`src/hw/rtl/hed_pkg.sv`:
```
// hed_pkg: shared types, constants and entity tables for the HTML entity decoder.
// Used by hed_front, hed_queue, hed_back and html_entity_decoder; no dependencies.
`timescale 1ns / 1ps

package hed_pkg;

    // entity codes
    localparam logic [1:0] ENT_AMP  = 2'd0;
    localparam logic [1:0] ENT_GT   = 2'd1;
    localparam logic [1:0] ENT_LT   = 2'd2;
    localparam logic [1:0] ENT_QUOT = 2'd3;

    localparam logic [7:0] CH_AMP  = 8'h26; // &
    localparam logic [7:0] CH_GT   = 8'h3e; // >
    localparam logic [7:0] CH_LT   = 8'h3c; // <
    localparam logic [7:0] CH_QUOT = 8'h22; // "
    localparam logic [7:0] CH_SEMI = 8'h3b; // ;
    localparam logic [7:0] CH_A    = 8'h61;
    localparam logic [7:0] CH_G    = 8'h67;
    localparam logic [7:0] CH_L    = 8'h6c;
    localparam logic [7:0] CH_M    = 8'h6d;
    localparam logic [7:0] CH_O    = 8'h6f;
    localparam logic [7:0] CH_P    = 8'h70;
    localparam logic [7:0] CH_Q    = 8'h71;
    localparam logic [7:0] CH_T    = 8'h74;
    localparam logic [7:0] CH_U    = 8'h75;

    // command queue between front and back
    localparam int Q_DEPTH = 4;
    localparam int Q_AW    = $clog2(Q_DEPTH);

    // one classified input word: replay letters, then an optional tail byte
    typedef struct packed {
        logic [2:0] rep_n;     // entity letters to replay (0..4)
        logic [1:0] pick;      // entity whose letters are replayed
        logic       tail_vld;  // a tail byte follows the replay
        logic [7:0] tail_byte;
        logic       last;      // string ends with this command
    } t_cmd;

    // letters after the ampersand; zero past the end
    function automatic logic [7:0] ent_letter(input logic [1:0] pick, input logic [2:0] idx);
        logic [7:0] r;
        r = 8'h00;
        unique case (pick)
            ENT_AMP: begin
                unique case (idx)
                    3'd0: r = CH_A;
                    3'd1: r = CH_M;
                    3'd2: r = CH_P;
                    3'd3: r = CH_SEMI;
                    default: r = 8'h00;
                endcase
            end
            ENT_GT: begin
                unique case (idx)
                    3'd0: r = CH_G;
                    3'd1: r = CH_T;
                    3'd2: r = CH_SEMI;
                    default: r = 8'h00;
                endcase
            end
            ENT_LT: begin
                unique case (idx)
                    3'd0: r = CH_L;
                    3'd1: r = CH_T;
                    3'd2: r = CH_SEMI;
                    default: r = 8'h00;
                endcase
            end
            default: begin
                unique case (idx)
                    3'd0: r = CH_Q;
                    3'd1: r = CH_U;
                    3'd2: r = CH_O;
                    3'd3: r = CH_T;
                    3'd4: r = CH_SEMI;
                    default: r = 8'h00;
                endcase
            end
        endcase
        return r;
    endfunction

    function automatic logic [2:0] ent_len(input logic [1:0] pick);
        logic [2:0] r;
        unique case (pick)
            ENT_AMP:  r = 3'd4;
            ENT_GT:   r = 3'd3;
            ENT_LT:   r = 3'd3;
            default:  r = 3'd5;
        endcase
        return r;
    endfunction

    function automatic logic [7:0] ent_char(input logic [1:0] pick);
        logic [7:0] r;
        unique case (pick)
            ENT_AMP:  r = CH_AMP;
            ENT_GT:   r = CH_GT;
            ENT_LT:   r = CH_LT;
            default:  r = CH_QUOT;
        endcase
        return r;
    endfunction

endpackage

```
`src/hw/rtl/html_entity_decoder.sv`:
```
// html_entity_decoder: streaming decoder for &amp; &gt; &lt; &quot;, one byte word per
// cycle while o_stall is low. The first output word passes through the command queue and
// the output register. Input words are taken one per cycle while each yields at most one
// output word; the back emits one output word per cycle while i_stall is low, so a word
// yielding up to 5 words keeps the back busy longer, absorbed by the 4-entry command queue.
// Synchronous active-low reset clears match state, queue and output valid; no clearing pass.
`timescale 1ns / 1ps

module html_entity_decoder (
    input  logic       i_clk,
    input  logic       i_rst_n,
    input  logic       i_valid,
    output logic       o_stall,
    input  logic [7:0] i_in_byte,
    input  logic       i_last_byte,
    output logic       o_valid,
    input  logic       i_stall,
    output logic [7:0] o_out_byte,
    output logic       o_has_byte,
    output logic       o_run_last,
    output logic       o_string_end
);

    logic          w_push;
    hed_pkg::t_cmd w_push_cmd;
    logic          w_pop;
    logic          w_q_full;
    logic          w_head_vld;
    hed_pkg::t_cmd w_head;

    assign o_stall = w_q_full;

    hed_front u_front (
        .i_clk       (i_clk),
        .i_rst_n     (i_rst_n),
        .i_valid     (i_valid),
        .i_in_byte   (i_in_byte),
        .i_last_byte (i_last_byte),
        .i_q_full    (w_q_full),
        .o_push      (w_push),
        .o_cmd       (w_push_cmd)
    );

    hed_queue u_queue (
        .i_clk      (i_clk),
        .i_rst_n    (i_rst_n),
        .i_push     (w_push),
        .i_cmd      (w_push_cmd),
        .i_pop      (w_pop),
        .o_full     (w_q_full),
        .o_head_vld (w_head_vld),
        .o_head     (w_head)
    );

    hed_back u_back (
        .i_clk        (i_clk),
        .i_rst_n      (i_rst_n),
        .i_head_vld   (w_head_vld),
        .i_head       (w_head),
        .o_pop        (w_pop),
        .o_valid      (o_valid),
        .i_stall      (i_stall),
        .o_out_byte   (o_out_byte),
        .o_has_byte   (o_has_byte),
        .o_run_last   (o_run_last),
        .o_string_end (o_string_end)
    );

    a_end_is_run_last: assert property (@(posedge i_clk) disable iff (!i_rst_n)
        o_valid && o_string_end |-> o_run_last)
        else $error("string end without run last");

    a_bare_marker: assert property (@(posedge i_clk) disable iff (!i_rst_n)
        o_valid && !o_has_byte |-> o_run_last && o_string_end && o_out_byte == 8'h00)
        else $error("bare marker malformed");

    a_full_has_head: assert property (@(posedge i_clk) disable iff (!i_rst_n)
        w_q_full |-> w_head_vld)
        else $error("queue full but empty head");

    a_reset_idle: assert property (@(posedge i_clk)
        !i_rst_n |=> !o_valid && !w_head_vld)
        else $error("output or queue active after reset");

endmodule

```
`src/hw/rtl/hed_front.sv`:
```
// hed_front: accepts input words, tracks the open entity match and issues commands.
// Depends on hed_pkg.
`timescale 1ns / 1ps

module hed_front (
    input  logic           i_clk,
    input  logic           i_rst_n,
    input  logic           i_valid,
    input  logic [7:0]     i_in_byte,
    input  logic           i_last_byte,
    input  logic           i_q_full,
    output logic           o_push,
    output hed_pkg::t_cmd  o_cmd
);

    logic       r_after_amp;
    logic [1:0] r_pick;
    logic [2:0] r_cnt;
    logic       n_after_amp;
    logic [1:0] n_pick;
    logic [2:0] n_cnt;

    logic       w_accept;
    logic       w_plain;
    logic       w_first_hit;
    logic [1:0] w_first_pick;
    logic [2:0] w_cnt_inc;
    hed_pkg::t_cmd w_cmd;

    assign w_accept  = i_valid && !i_q_full;
    assign w_cnt_inc = 3'(r_cnt + 3'd1);

    always_comb begin
        w_first_hit  = 1'b1;
        w_first_pick = hed_pkg::ENT_AMP;
        priority if (i_in_byte == hed_pkg::CH_A) w_first_pick = hed_pkg::ENT_AMP;
        else if (i_in_byte == hed_pkg::CH_G)     w_first_pick = hed_pkg::ENT_GT;
        else if (i_in_byte == hed_pkg::CH_L)     w_first_pick = hed_pkg::ENT_LT;
        else if (i_in_byte == hed_pkg::CH_Q)     w_first_pick = hed_pkg::ENT_QUOT;
        else                                     w_first_hit  = 1'b0;
    end

    always_comb begin
        n_after_amp     = r_after_amp;
        n_pick          = r_pick;
        n_cnt           = r_cnt;
        w_plain         = 1'b0;
        w_cmd.rep_n     = 3'd0;
        w_cmd.pick      = r_pick;
        w_cmd.tail_vld  = 1'b0;
        w_cmd.tail_byte = i_in_byte;
        w_cmd.last      = i_last_byte;

        if (!r_after_amp) begin
            w_plain = 1'b1;
        end else if (r_cnt == 3'd0) begin
            if (w_first_hit) begin
                n_pick     = w_first_pick;
                n_cnt      = 3'd1;
                w_cmd.pick = w_first_pick;
                if (i_last_byte) w_cmd.rep_n = 3'd1;
            end else begin
                n_after_amp = 1'b0;
                n_pick      = 2'd0;
                n_cnt       = 3'd0;
                w_plain     = 1'b1;
            end
        end else begin
            if (r_cnt < hed_pkg::ent_len(r_pick) &&
                i_in_byte == hed_pkg::ent_letter(r_pick, r_cnt)) begin
                if (w_cnt_inc == hed_pkg::ent_len(r_pick)) begin
                    w_cmd.tail_vld  = 1'b1;
                    w_cmd.tail_byte = hed_pkg::ent_char(r_pick);
                    n_after_amp     = 1'b0;
                    n_pick          = 2'd0;
                    n_cnt           = 3'd0;
                end else begin
                    n_cnt = w_cnt_inc;
                    if (i_last_byte) w_cmd.rep_n = w_cnt_inc;
                end
            end else begin
                // mismatch: replay what matched, then treat the byte as plain
                w_cmd.rep_n = r_cnt;
                n_after_amp = 1'b0;
                n_pick      = 2'd0;
                n_cnt       = 3'd0;
                w_plain     = 1'b1;
            end
        end

        if (w_plain) begin
            if (i_in_byte == hed_pkg::CH_AMP) begin
                if (!i_last_byte) begin
                    n_after_amp = 1'b1;
                    n_pick      = 2'd0;
                    n_cnt       = 3'd0;
                end
            end else begin
                w_cmd.tail_vld = 1'b1;
            end
        end

        if (i_last_byte) begin
            n_after_amp = 1'b0;
            n_pick      = 2'd0;
            n_cnt       = 3'd0;
        end
    end

    always_ff @(posedge i_clk) begin
        if (!i_rst_n) begin
            r_after_amp <= 1'b0;
            r_pick      <= 2'd0;
            r_cnt       <= 3'd0;
        end else if (w_accept) begin
            r_after_amp <= n_after_amp;
            r_pick      <= n_pick;
            r_cnt       <= n_cnt;
        end
    end

    // words that produce nothing and do not end the string need no command
    assign o_push = w_accept && (w_cmd.rep_n != 3'd0 || w_cmd.tail_vld || w_cmd.last);
    assign o_cmd  = w_cmd;

endmodule

```
`src/hw/rtl/hed_queue.sv`:
```
// hed_queue: short command FIFO between the front and the back.
// Depends on hed_pkg (t_cmd, Q_DEPTH, Q_AW).
`timescale 1ns / 1ps

module hed_queue (
    input  logic           i_clk,
    input  logic           i_rst_n,
    input  logic           i_push,
    input  hed_pkg::t_cmd  i_cmd,
    input  logic           i_pop,
    output logic           o_full,
    output logic           o_head_vld,
    output hed_pkg::t_cmd  o_head
);

    localparam int AW = hed_pkg::Q_AW;

    hed_pkg::t_cmd r_mem [hed_pkg::Q_DEPTH];
    logic [AW-1:0] r_wr_ptr;
    logic [AW-1:0] r_rd_ptr;
    logic [AW:0]   r_count;
    logic          w_do_push;
    logic          w_do_pop;

    assign o_full     = r_count == (AW+1)'(hed_pkg::Q_DEPTH);
    assign o_head_vld = r_count != '0;
    assign o_head     = r_mem[r_rd_ptr];
    assign w_do_push  = i_push && !o_full;
    assign w_do_pop   = i_pop && o_head_vld;

    always_ff @(posedge i_clk) begin
        if (w_do_push) r_mem[r_wr_ptr] <= i_cmd;
    end

    always_ff @(posedge i_clk) begin
        if (!i_rst_n) begin
            r_wr_ptr <= '0;
            r_rd_ptr <= '0;
            r_count  <= '0;
        end else begin
            if (w_do_push) r_wr_ptr <= AW'(r_wr_ptr + 1'b1);
            if (w_do_pop)  r_rd_ptr <= AW'(r_rd_ptr + 1'b1);
            unique case ({w_do_push, w_do_pop})
                2'b10:   r_count <= (AW+1)'(r_count + 1'b1);
                2'b01:   r_count <= (AW+1)'(r_count - 1'b1);
                default: r_count <= r_count;
            endcase
        end
    end

endmodule

```
`src/hw/rtl/hed_back.sv`:
```
// hed_back: expands commands into registered output words, one per cycle unless stalled.
// Depends on hed_pkg.
`timescale 1ns / 1ps

module hed_back (
    input  logic           i_clk,
    input  logic           i_rst_n,
    input  logic           i_head_vld,
    input  hed_pkg::t_cmd  i_head,
    output logic           o_pop,
    output logic           o_valid,
    input  logic           i_stall,
    output logic [7:0]     o_out_byte,
    output logic           o_has_byte,
    output logic           o_run_last,
    output logic           o_string_end
);

    logic [2:0] r_pos;
    logic       r_out_vld;
    logic [7:0] r_out_byte;
    logic       r_has_byte;
    logic       r_run_last;
    logic       r_string_end;

    logic [2:0] w_total;
    logic [2:0] w_end_pos;
    logic       w_word_last;
    logic [7:0] w_byte;
    logic       w_load;
    logic       w_advance;

    assign w_total     = 3'(i_head.rep_n + {2'b00, i_head.tail_vld});
    // an empty command still carries the bare end marker
    assign w_end_pos   = (w_total == 3'd0) ? 3'd0 : 3'(w_total - 3'd1);
    assign w_word_last = r_pos == w_end_pos;
    assign w_advance   = !r_out_vld || !i_stall;
    assign w_load      = i_head_vld && w_advance;

    always_comb begin
        if (r_pos < i_head.rep_n) w_byte = hed_pkg::ent_letter(i_head.pick, r_pos);
        else if (i_head.tail_vld) w_byte = i_head.tail_byte;
        else                      w_byte = 8'h00;
    end

    always_ff @(posedge i_clk) begin
        if (!i_rst_n) begin
            r_pos     <= 3'd0;
            r_out_vld <= 1'b0;
        end else begin
            if (w_advance) r_out_vld <= i_head_vld;
            if (w_load)    r_pos <= w_word_last ? 3'd0 : 3'(r_pos + 3'd1);
        end
    end

    always_ff @(posedge i_clk) begin
        if (w_load) begin
            r_out_byte   <= w_byte;
            r_has_byte   <= w_total != 3'd0;
            r_run_last   <= w_word_last;
            r_string_end <= w_word_last && i_head.last;
        end
    end

    assign o_pop        = w_load && w_word_last;
    assign o_valid      = r_out_vld;
    assign o_out_byte   = r_out_byte;
    assign o_has_byte   = r_has_byte;
    assign o_run_last   = r_run_last;
    assign o_string_end = r_string_end;

endmodule
```
`config.mk`:
```
export PLATFORM = sky130hd
export DESIGN_NAME = html_entity_decoder
export DESIGN_NICKNAME = d
export VERILOG_FILES = /design/src/hw/rtl/hed_pkg.sv /design/src/hw/rtl/html_entity_decoder.sv /design/src/hw/rtl/hed_front.sv /design/src/hw/rtl/hed_queue.sv /design/src/hw/rtl/hed_back.sv
export SDC_FILE = /design/constraint.sdc
export NUM_CORES = 1
export LEC_CHECK = 0
export BUFFER_PORTS_ARGS = -buffer_cell sky130_fd_sc_hd__buf_2
export CORE_UTILIZATION = 53
export CTS_CLUSTER_SIZE = 25
export DETAILED_ROUTE_END_ITERATION = 7
export GPL_ROUTABILITY_DRIVEN = 0
export PLACE_DENSITY = 0.7
export SYNTH_ARGS = -nofsm -noshare
export SYNTH_HDL_FRONTEND = slang
export SYNTH_SLANG_ARGS = --single-unit
```
`constraint.sdc`:
```
create_clock -name i_clk -period 5.8 [get_ports i_clk]
set_input_delay 0.58 -clock i_clk [delete_from_list [all_inputs] [get_ports i_clk]]
set_output_delay 0.58 -clock i_clk [all_outputs]
set_load 0.05 [all_outputs]
```
Word level (Yosys, flattened, before mapping)
Memories as Yosys holds them, arrays and structs flattened. A register that Yosys moved wholly into a read port is not among the register bits.
Cells that the tools add are included.
{"block": "word_totals", "regBits": 28, "ramBits": 60, "wordCells": 146, "memories": 1}
{"memory": "u_queue.r_mem", "words": 4, "width": 15, "read_ports": 1, "rd_ports_with_merged_regs": 1, "write_ports": 1, "line_no": "hed_queue.sv:18", "source": "hed_pkg::t_cmd r_mem [hed_pkg::Q_DEPTH];"}
{"block": "classes", "add_sub_neg": 8, "n_lt_le_gt_ge": 2, "eq_ne": 23, "mux": 76, "reduce_logical": 24}
{"cell": "7-bit one-hot mux with 3 select lines", "n": 3}
{"cell": "7-bit one-hot mux with 4 select lines", "n": 2}
{"cell": "3-bit two-way mux", "n": 18}
{"cell": "7-bit one-hot mux with 5 select lines", "n": 1}
{"cell": "8-bit by 7-bit == test with 1-bit output (second input constant)", "n": 4}
{"cell": "8-bit two-way mux", "n": 4}
{"cell": "2-bit two-way mux", "n": 15}
{"cell": "9-bit two-way mux", "n": 3}
{"cell": "8-bit one-hot mux with 3 select lines", "n": 1}
{"cell": "1-bit two-way mux", "n": 22}
{"cell": "8-bit one-hot mux with 2 select lines", "n": 1}
{"cell": "5-bit one-hot mux with 3 select lines", "n": 1}
{"cell": "14-bit two-way mux", "n": 1}
{"cell": "7-bit one-hot mux with 2 select lines", "n": 1}
{"cell": "3-bit by 2-bit == test with 1-bit output (second input constant)", "n": 4}
{"cell": "3-bit one-hot mux with 2 select lines", "n": 2}
{"cell": "3-bit by 1-bit adder with 3-bit output (second input constant)", "n": 3}
{"cell": "3-bit == test (second input constant)", "n": 3}
{"cell": "3-bit logical NOT", "n": 3}
{"cell": "3-bit nonzero test", "n": 3}
{"cell": "8-bit by 6-bit == test with 1-bit output (second input constant)", "n": 1}
{"cell": "8-bit == test", "n": 1}
{"cell": "1-bit logical AND", "n": 8}
{"cell": "2-bit by 1-bit == test with 1-bit output (second input constant)", "n": 3}
{"cell": "13 further kinds", "n": 25}

Depth between registers and ports, before layout
{"block": "depth", "ltp_word": 23, "depth_mapped": 20, "depth_no_buf": 19}

Hierarchy
Synthesis repeated with hierarchy kept, for this count alone.
{"block": "unflattened", "hier_cells": 436, "area_unflattened_um2": 5173.7}
{"mod": "hed_queue", "n_inst": 1, "cells_each": 130, "area_each_um2": 2698.8}
{"mod": "hed_back", "n_inst": 1, "cells_each": 133, "area_each_um2": 1241.2}
{"mod": "hed_front", "n_inst": 1, "cells_each": 173, "area_each_um2": 1233.7}

Worst setup path after synthesis
OpenSTA, ideal clock, no wires.
{"block": "synth_timing", "path_type": "register to register", "startpoint": "register (tool-made name)", "endpoint": "register u_queue.r_count[2]", "setup_time_ns": 0.076, "arrival_time_ns": 4.279, "required_ns": 5.724, "slack_ns": 1.445, "stages_incl_launch_ff": 15, "n_path_buf": 2, "cell_sequence": "dfxtp_1 > buf_2 > buf_1 > mux4_2 > ha_1 > or2_2 > ha_1 > xor2_1 > nor4_1 > ha_1 > inv_1 > fa_1 > xor2_1 > or3_1 > a21boi_0"}
{"element": "end signal, assigned", "line_no": "hed_queue.sv:44", "source": "2'b10: r_count <= (AW+1)'(r_count + 1'b1);"}
{"element": "end signal, assigned", "line_no": "hed_queue.sv:45", "source": "2'b01: r_count <= (AW+1)'(r_count - 1'b1);"}
{"element": "end signal, assigned", "line_no": "hed_queue.sv:46", "source": "default: r_count <= r_count;"}
{"element": "end, declared", "line_no": "hed_queue.sv:21", "source": "logic [AW:0] r_count;"}

Final worst setup path
{"block": "layout_timing", "startpoint": "register u_front.r_pick[0]", "endpoint": "register u_queue.r_count[2]"}
{"block": "layout_between", "elab_chain_cells": 19, "elab_cells_between_ends": 38}
{"element": "start, declared", "line_no": "hed_front.sv:17", "source": "logic [1:0] r_pick;"}
{"element": "start signal, assigned", "line_no": "hed_front.sv:117", "source": "r_pick <= n_pick;"}
{"element": "2-bit by 1-bit == test with 1-bit output or 2-bit == test (tied branches)", "line_no": "hed_pkg.sv:45, hed_pkg.sv:87"}
{"element": "2-bit OR reduction (no source line)"}
{"element": "3-bit one-hot mux with 2 select lines", "line_no": "hed_pkg.sv:87", "source": "unique case (pick)"}
{"element": "3-bit two-way mux", "line_no": "hed_front.sv:69", "source": "if (r_cnt < hed_pkg::ent_len(r_pick) &&"}
{"element": "3-bit two-way mux", "line_no": "hed_front.sv:56", "source": "end else if (r_cnt == 3'd0) begin"}
{"element": "3-bit two-way mux", "line_no": "hed_front.sv:54", "source": "if (!r_after_amp) begin"}
{"element": "3-bit == test", "line_no": "hed_front.sv:71", "source": "if (w_cnt_inc == hed_pkg::ent_len(r_pick)) begin"}
{"element": "9-bit two-way mux", "line_no": "hed_front.sv:71"}
{"element": "[2 not listed]"}
{"element": "14-bit two-way mux", "line_no": "hed_front.sv:54"}
{"element": "1-bit two-way mux", "line_no": "hed_front.sv:92", "source": "if (i_in_byte == hed_pkg::CH_AMP) begin"}
{"element": "1-bit two-way mux", "line_no": "hed_front.sv:91", "source": "if (w_plain) begin"}
{"element": "1-bit logical OR (*) (2 in series)", "line_no": "hed_front.sv:123", "source": "assign o_push = w_accept && (w_cmd.rep_n != 3'd0 || w_cmd.tail_vld || w_cmd.last);"}
{"element": "1-bit logical AND (*)", "line_no": "hed_front.sv:123"}
{"element": "1-bit logical AND (*)", "line_no": "hed_queue.sv:28", "source": "assign w_do_push = i_push && !o_full;"}
{"element": "2-bit by 1-bit == test with 1-bit output or 2-bit == test (tied branches)", "line_no": "hed_queue.sv:43", "source": "unique case ({w_do_push, w_do_pop})"}
{"element": "3-bit one-hot mux with 2 select lines or 2-bit nonzero test (tied branches)"}
Every way passes the cells marked *; elsewhere a longest branch is shown, timed or not. The select of a mux whose other input is x is not followed.
A chain may end at the register's enable or synchronous reset.

==> results.txt <==
* Number of maximum-capacitance violations: 0
* TritonCTS clock tree: done
- Number of H-tree branching levels: 3
* Tot GR Track Use: 20.6%
- Total DRC errors in the routed layout: 6
* Share of async-settable or async-resettable flops after synthesis: 0%
- STA classifies the critical path endpoint as a flop.
- Share of cells above drive strength 1: between 10% and 20%
- For this run the aggregate overflow at the end of global routing stands at 0.
- Count of input and output buffers: 25
- Across all register-to-register paths, the minimum setup slack is 1220 ps.
- Post-synthesis cell count: 420
- Site Rows: 34
- On the critical path, the stage with the largest delay is an instance of sky130_fd_sc_hd__ha_1.
* Biggest area consumer among synthesized cells: sky130_fd_sc_hd__edfxtp_1
* Critical-path cell list: inv_1 -> ha_1 -> inv_1 -> ha_1 -> nor2b_1 -> o21ai_0 -> nand2_1 -> nor4_4 -> o2111ai_4 -> mux2_4 -> a2111o_1 -> o21a_2 -> inv_1 -> ha_1 -> inv_1 -> fa_1 -> xor2_1 -> or3_1 -> a21boi_0
* Std-Cell Core Area: 0.00881 sq mm
- Yosys printed 0 warnings.
- Cell Area, Synth: between 0.004 and 0.005 sq mm
- In this run, synthesis produced a sequential element count of 90.
- Of the post-synthesis cell area, the dominant cell type holds 44.0%.
- Total power consumption of the routed design: between 2000 and 2500 uW
- The die covers 0.00953 sq mm.
- The number of hold violations in the final report is 0.
- In this run the worst hold path is classified as in -> reg.
* Post-CTS clock slew at the launch and capture registers of the worst setup and hold paths: ~90 ps
* Number of optimization iterations in the first detailed-route pass: 7
- Hold-fix buffer count after cts: 0
* Number of ports placed on the die boundary: 26
- Via count: 3,208
* Fillers: about 700
- No sink is reached through more buffers than the 2 on the longest clock path.
- Static leakage: 0.00194 uW
* Total half-perimeter wirelength after legalization and detailed placement: 6.50 mm
- Power density over the cells: 386 mW/mm^2
- From left edge to right edge, the die measures just under 100 microns.
* Initial antenna violation count: 0
- Once the floorplan was initialized, standard cells occupied between 50% and 60% of the core.
- Data on the critical path is required at its endpoint by 6080 ps.
* Finish-stage setup viols: 0
- Final TNS setup: 0 ps
- After detailed routing, the number of vias per cell comes to 5.76.
- Number of nets still failing antenna checks after routing: 0
- CTS saw 90 sinks.
- The most used flip-flop cell after synthesis is sky130_fd_sc_hd__edfxtp_1.
- WHS Endpoint: u_back.o_valid$_SDFFE_PN0N_
- Count of cell types in the netlist: 58
- Run status: finished, violations left
- Part of the cycle the worst path needs: 78.9%
- Delay contributed by the slowest stage of the critical path: 480 ps
- Hold slack final: approximately 470 ps
* Final-report max-slew violation count: 0
* Worst rel slew slack: 34.2%
- Setup repair after global routing left no endpoint under its margin.
- In this run the post-CTS setup repair buffer count came out at 0.
* Number of enable-type register cells in the synthesized netlist: 71
- The endpoint identified for the worst register-to-register timing path is u_queue.r_count[2]$_SDFFE_PN0P_.
- Violated checks: design-rule violations
* Global-route wire length before repair: around 15 mm
- Together, buffers and inverters on the worst path number 4.
- Number of global-route vias before repair: 3,044
* Syn Area/Cell: around 12 sq um
- Area occupied by registers: 0.00251 sq mm
- The startpoint identified for the worst register-to-register timing path is u_front.r_pick[0]$_SDFFE_PN0P_.
- Number of buffers created by CTS: 9
* Post-Route Skew: 11.4 ps
- Along the worst path, the maximum fanout reaches 9.
- Hold Crit Depth: 3
- Resized Gates After CTS: 0
- After routing the design area is around 0.0053 sq mm.
- IR drop worst, VDD: 212 uV
- Data on the critical path arrives at its endpoint at 4860 ps.
- P&R area growth vs syn: 9.56%
- The tree is rooted in a sky130_fd_sc_hd__clkbuf_8.
* Worst skew pair latency: 360 ps
- Pin count of the biggest net entering global routing: 21
* Transition time at the pin with the least slew margin: about 980 ps
* Die Height: 97.6 microns
- For this run, the share of the core covered by cells in the final layout is about 60%.
* Net count after synthesis: 462
* Violation count after the first detailed-route iteration: 147
- Number of cell instances on the worst register-to-register path: 19
- Avg WL per Cell: 16.4 microns
- The clock period could shrink to about 4600 ps.
- The multi-input combinational cells in the finished layout cover a total of 0.00216 sq mm.
- Register area share after synthesis: 51.9%
- Kind of cell with the highest combined delay on the critical path: adder cells
- Static timing analysis puts the maximum clock frequency at 218 MHz.
* Leading cell types by total area after synthesis: sky130_fd_sc_hd__edfxtp_1 44%, sky130_fd_sc_hd__dfxtp_1 7.9%, sky130_fd_sc_hd__ha_1 7.2%
- Placement-stage cell area: 0.00506 sq mm
- Total length of routed wires: slightly above 9 mm
- Most frequent cell on the critical path: sky130_fd_sc_hd__inv_1
* # diodes: 0
- In this run the most critical hold path is launched from i_stall.
* Number of nets at the end of the flow: 486
- Type of the worst setup path: reg -> reg
- Kind of launch point of the worst setup path: flop
==> worst min-delay path, stage by stage <==
cell                       delay, ps
sky130_fd_sc_hd__buf_2           100
sky130_fd_sc_hd__nand2_1          40
sky130_fd_sc_hd__a21boi_0         60
==> cells in the mapped netlist (2+ instances only) <==
| cell type | number |
|---|---|
| sky130_fd_sc_hd__a211oi_1 | 4 |
| sky130_fd_sc_hd__a21boi_0 | 5 |
| sky130_fd_sc_hd__a21o_1 | 2 |
| sky130_fd_sc_hd__a21oi_1 | 16 |
| sky130_fd_sc_hd__a311oi_2 | 2 |
| sky130_fd_sc_hd__and2_1 | 15 |
| sky130_fd_sc_hd__and3_1 | 4 |
| sky130_fd_sc_hd__buf_1 | 2 |
| sky130_fd_sc_hd__buf_2 | 2 |
| sky130_fd_sc_hd__clkbuf_1 | 8 |
| sky130_fd_sc_hd__dfxtp_1 | 19 |
| sky130_fd_sc_hd__edfxtp_1 | 71 |
| sky130_fd_sc_hd__ha_1 | 28 |
| sky130_fd_sc_hd__inv_1 | 28 |
| sky130_fd_sc_hd__mux2i_1 | 4 |
| sky130_fd_sc_hd__mux4_2 | 15 |
| sky130_fd_sc_hd__nand2_1 | 40 |
| sky130_fd_sc_hd__nand2b_1 | 3 |
| sky130_fd_sc_hd__nand3_1 | 15 |
| sky130_fd_sc_hd__nand3b_1 | 3 |
| sky130_fd_sc_hd__nor2_1 | 28 |
| sky130_fd_sc_hd__nor2b_1 | 13 |
| sky130_fd_sc_hd__nor3_1 | 12 |
| sky130_fd_sc_hd__nor4bb_1 | 2 |
| sky130_fd_sc_hd__o21ai_0 | 24 |
| sky130_fd_sc_hd__o22ai_1 | 3 |
| sky130_fd_sc_hd__o31ai_1 | 4 |
| sky130_fd_sc_hd__or2_2 | 4 |
| sky130_fd_sc_hd__or3_1 | 5 |
| sky130_fd_sc_hd__xnor2_1 | 9 |
| sky130_fd_sc_hd__xor2_1 | 3 |
==> registers in the layout, summed over array words and instances, names as in the netlist, named ones only <==
signal               flops
u_back.o_string_end      1
u_back.r_pos             3
u_back.o_has_byte        1
u_queue.r_count          3
u_front.r_cnt            3
u_back.o_run_last        1
u_queue.r_mem           60
u_queue.r_rd_ptr         2
u_front.r_pick           2
u_queue.r_wr_ptr         2
u_back.o_valid           1
u_front.r_after_amp      1
u_back.o_out_byte        8
==> layout by cell type (no fill, tap or decap), types with 3 or more instances in the layout <==
cell / count
sky130_fd_sc_hd__or3_1: 5
sky130_fd_sc_hd__xnor2_1: 9
sky130_fd_sc_hd__dfxtp_1: 19
sky130_fd_sc_hd__o22ai_1: 3
sky130_fd_sc_hd__nor2b_1: 13
sky130_fd_sc_hd__a21boi_0: 5
sky130_fd_sc_hd__buf_2: 25
sky130_fd_sc_hd__and3_1: 4
sky130_fd_sc_hd__mux2i_1: 4
sky130_fd_sc_hd__a211oi_1: 4
sky130_fd_sc_hd__edfxtp_1: 71
sky130_fd_sc_hd__o31ai_1: 4
sky130_fd_sc_hd__nor3_1: 12
sky130_fd_sc_hd__nand2b_1: 3
sky130_fd_sc_hd__nand2_1: 40
sky130_fd_sc_hd__nor2_1: 28
sky130_fd_sc_hd__a21oi_1: 16
sky130_fd_sc_hd__nand3_1: 15
sky130_fd_sc_hd__ha_1: 28
sky130_fd_sc_hd__or2_2: 4
sky130_fd_sc_hd__clkbuf_8: 9
sky130_fd_sc_hd__nand3b_1: 3
sky130_fd_sc_hd__mux4_2: 15
sky130_fd_sc_hd__o21ai_0: 24
sky130_fd_sc_hd__xor2_1: 3
sky130_fd_sc_hd__inv_1: 28
sky130_fd_sc_hd__and2_1: 15
sky130_fd_sc_hd__bufinv_16: 3
==> cell type report <==
type	instances	area share (%)
flip-flops and latches	90	47.3
multi-input cells	287	40.8
repair buffers	27	2.64
well taps	108	2.55
clock buffers	9	2.33
clock inverters	7	2.33
inverters	29	2.05
==> where the power goes <==
group	internal (uW)	switching, uW	total (uW)
Sequential	825	40.6	866
Clock	291	226	517
Combinational	212	455	667
==> kinds of logic (layout without fill, tap and decap cells) <==
family	count (synthesis)	in the layout	share of synthesized area (%)
mux	21	21	8.34
flops	90	90	51.9
xor+xnor	12	12	2.17
fa+ha+maj	29	29	7.64
compound gates	76	76	10.9
simple gates	149	149	15.6
buf+inv	43	72	3.49
==> routing by layer <==
metal	routed length (microns)	global-route usage, %
met5	0	0
met4	154	8.62
met3	342	3.53
met2	4560	34.3
met1	4100	26.6
==> worst max path at each step <==
stage / from / endpoint / depth (start not counted)
final: u_front.r_pick[0]$_SDFFE_PN0P_ / u_queue.r_count[2]$_SDFFE_PN0P_ / 19
after CTS: u_front.r_pick[1]$_SDFFE_PN0P_ / u_queue.r_count[2]$_SDFFE_PN0P_ / 19
after global placement: u_front.r_pick[1]$_SDFFE_PN0P_ / u_queue.r_count[2]$_SDFFE_PN0P_ / 19
after detailed placement: u_front.r_pick[0]$_SDFFE_PN0P_ / u_queue.r_count[2]$_SDFFE_PN0P_ / 19
after floorplan: flop / u_queue.r_count[2]$_SDFFE_PN0P_ / 14
after global routing: flop / u_queue.r_count[2]$_SDFFE_PN0P_ / 15
==> stage by stage <==
step                instances  worst slack (ps)
finish                    557              1220
global route              557               942
CTS                       557              1210
detailed placement        541              1250
global placement          541              1420
floorplan                 420              1450
Power figures use the tool's default switching activity.
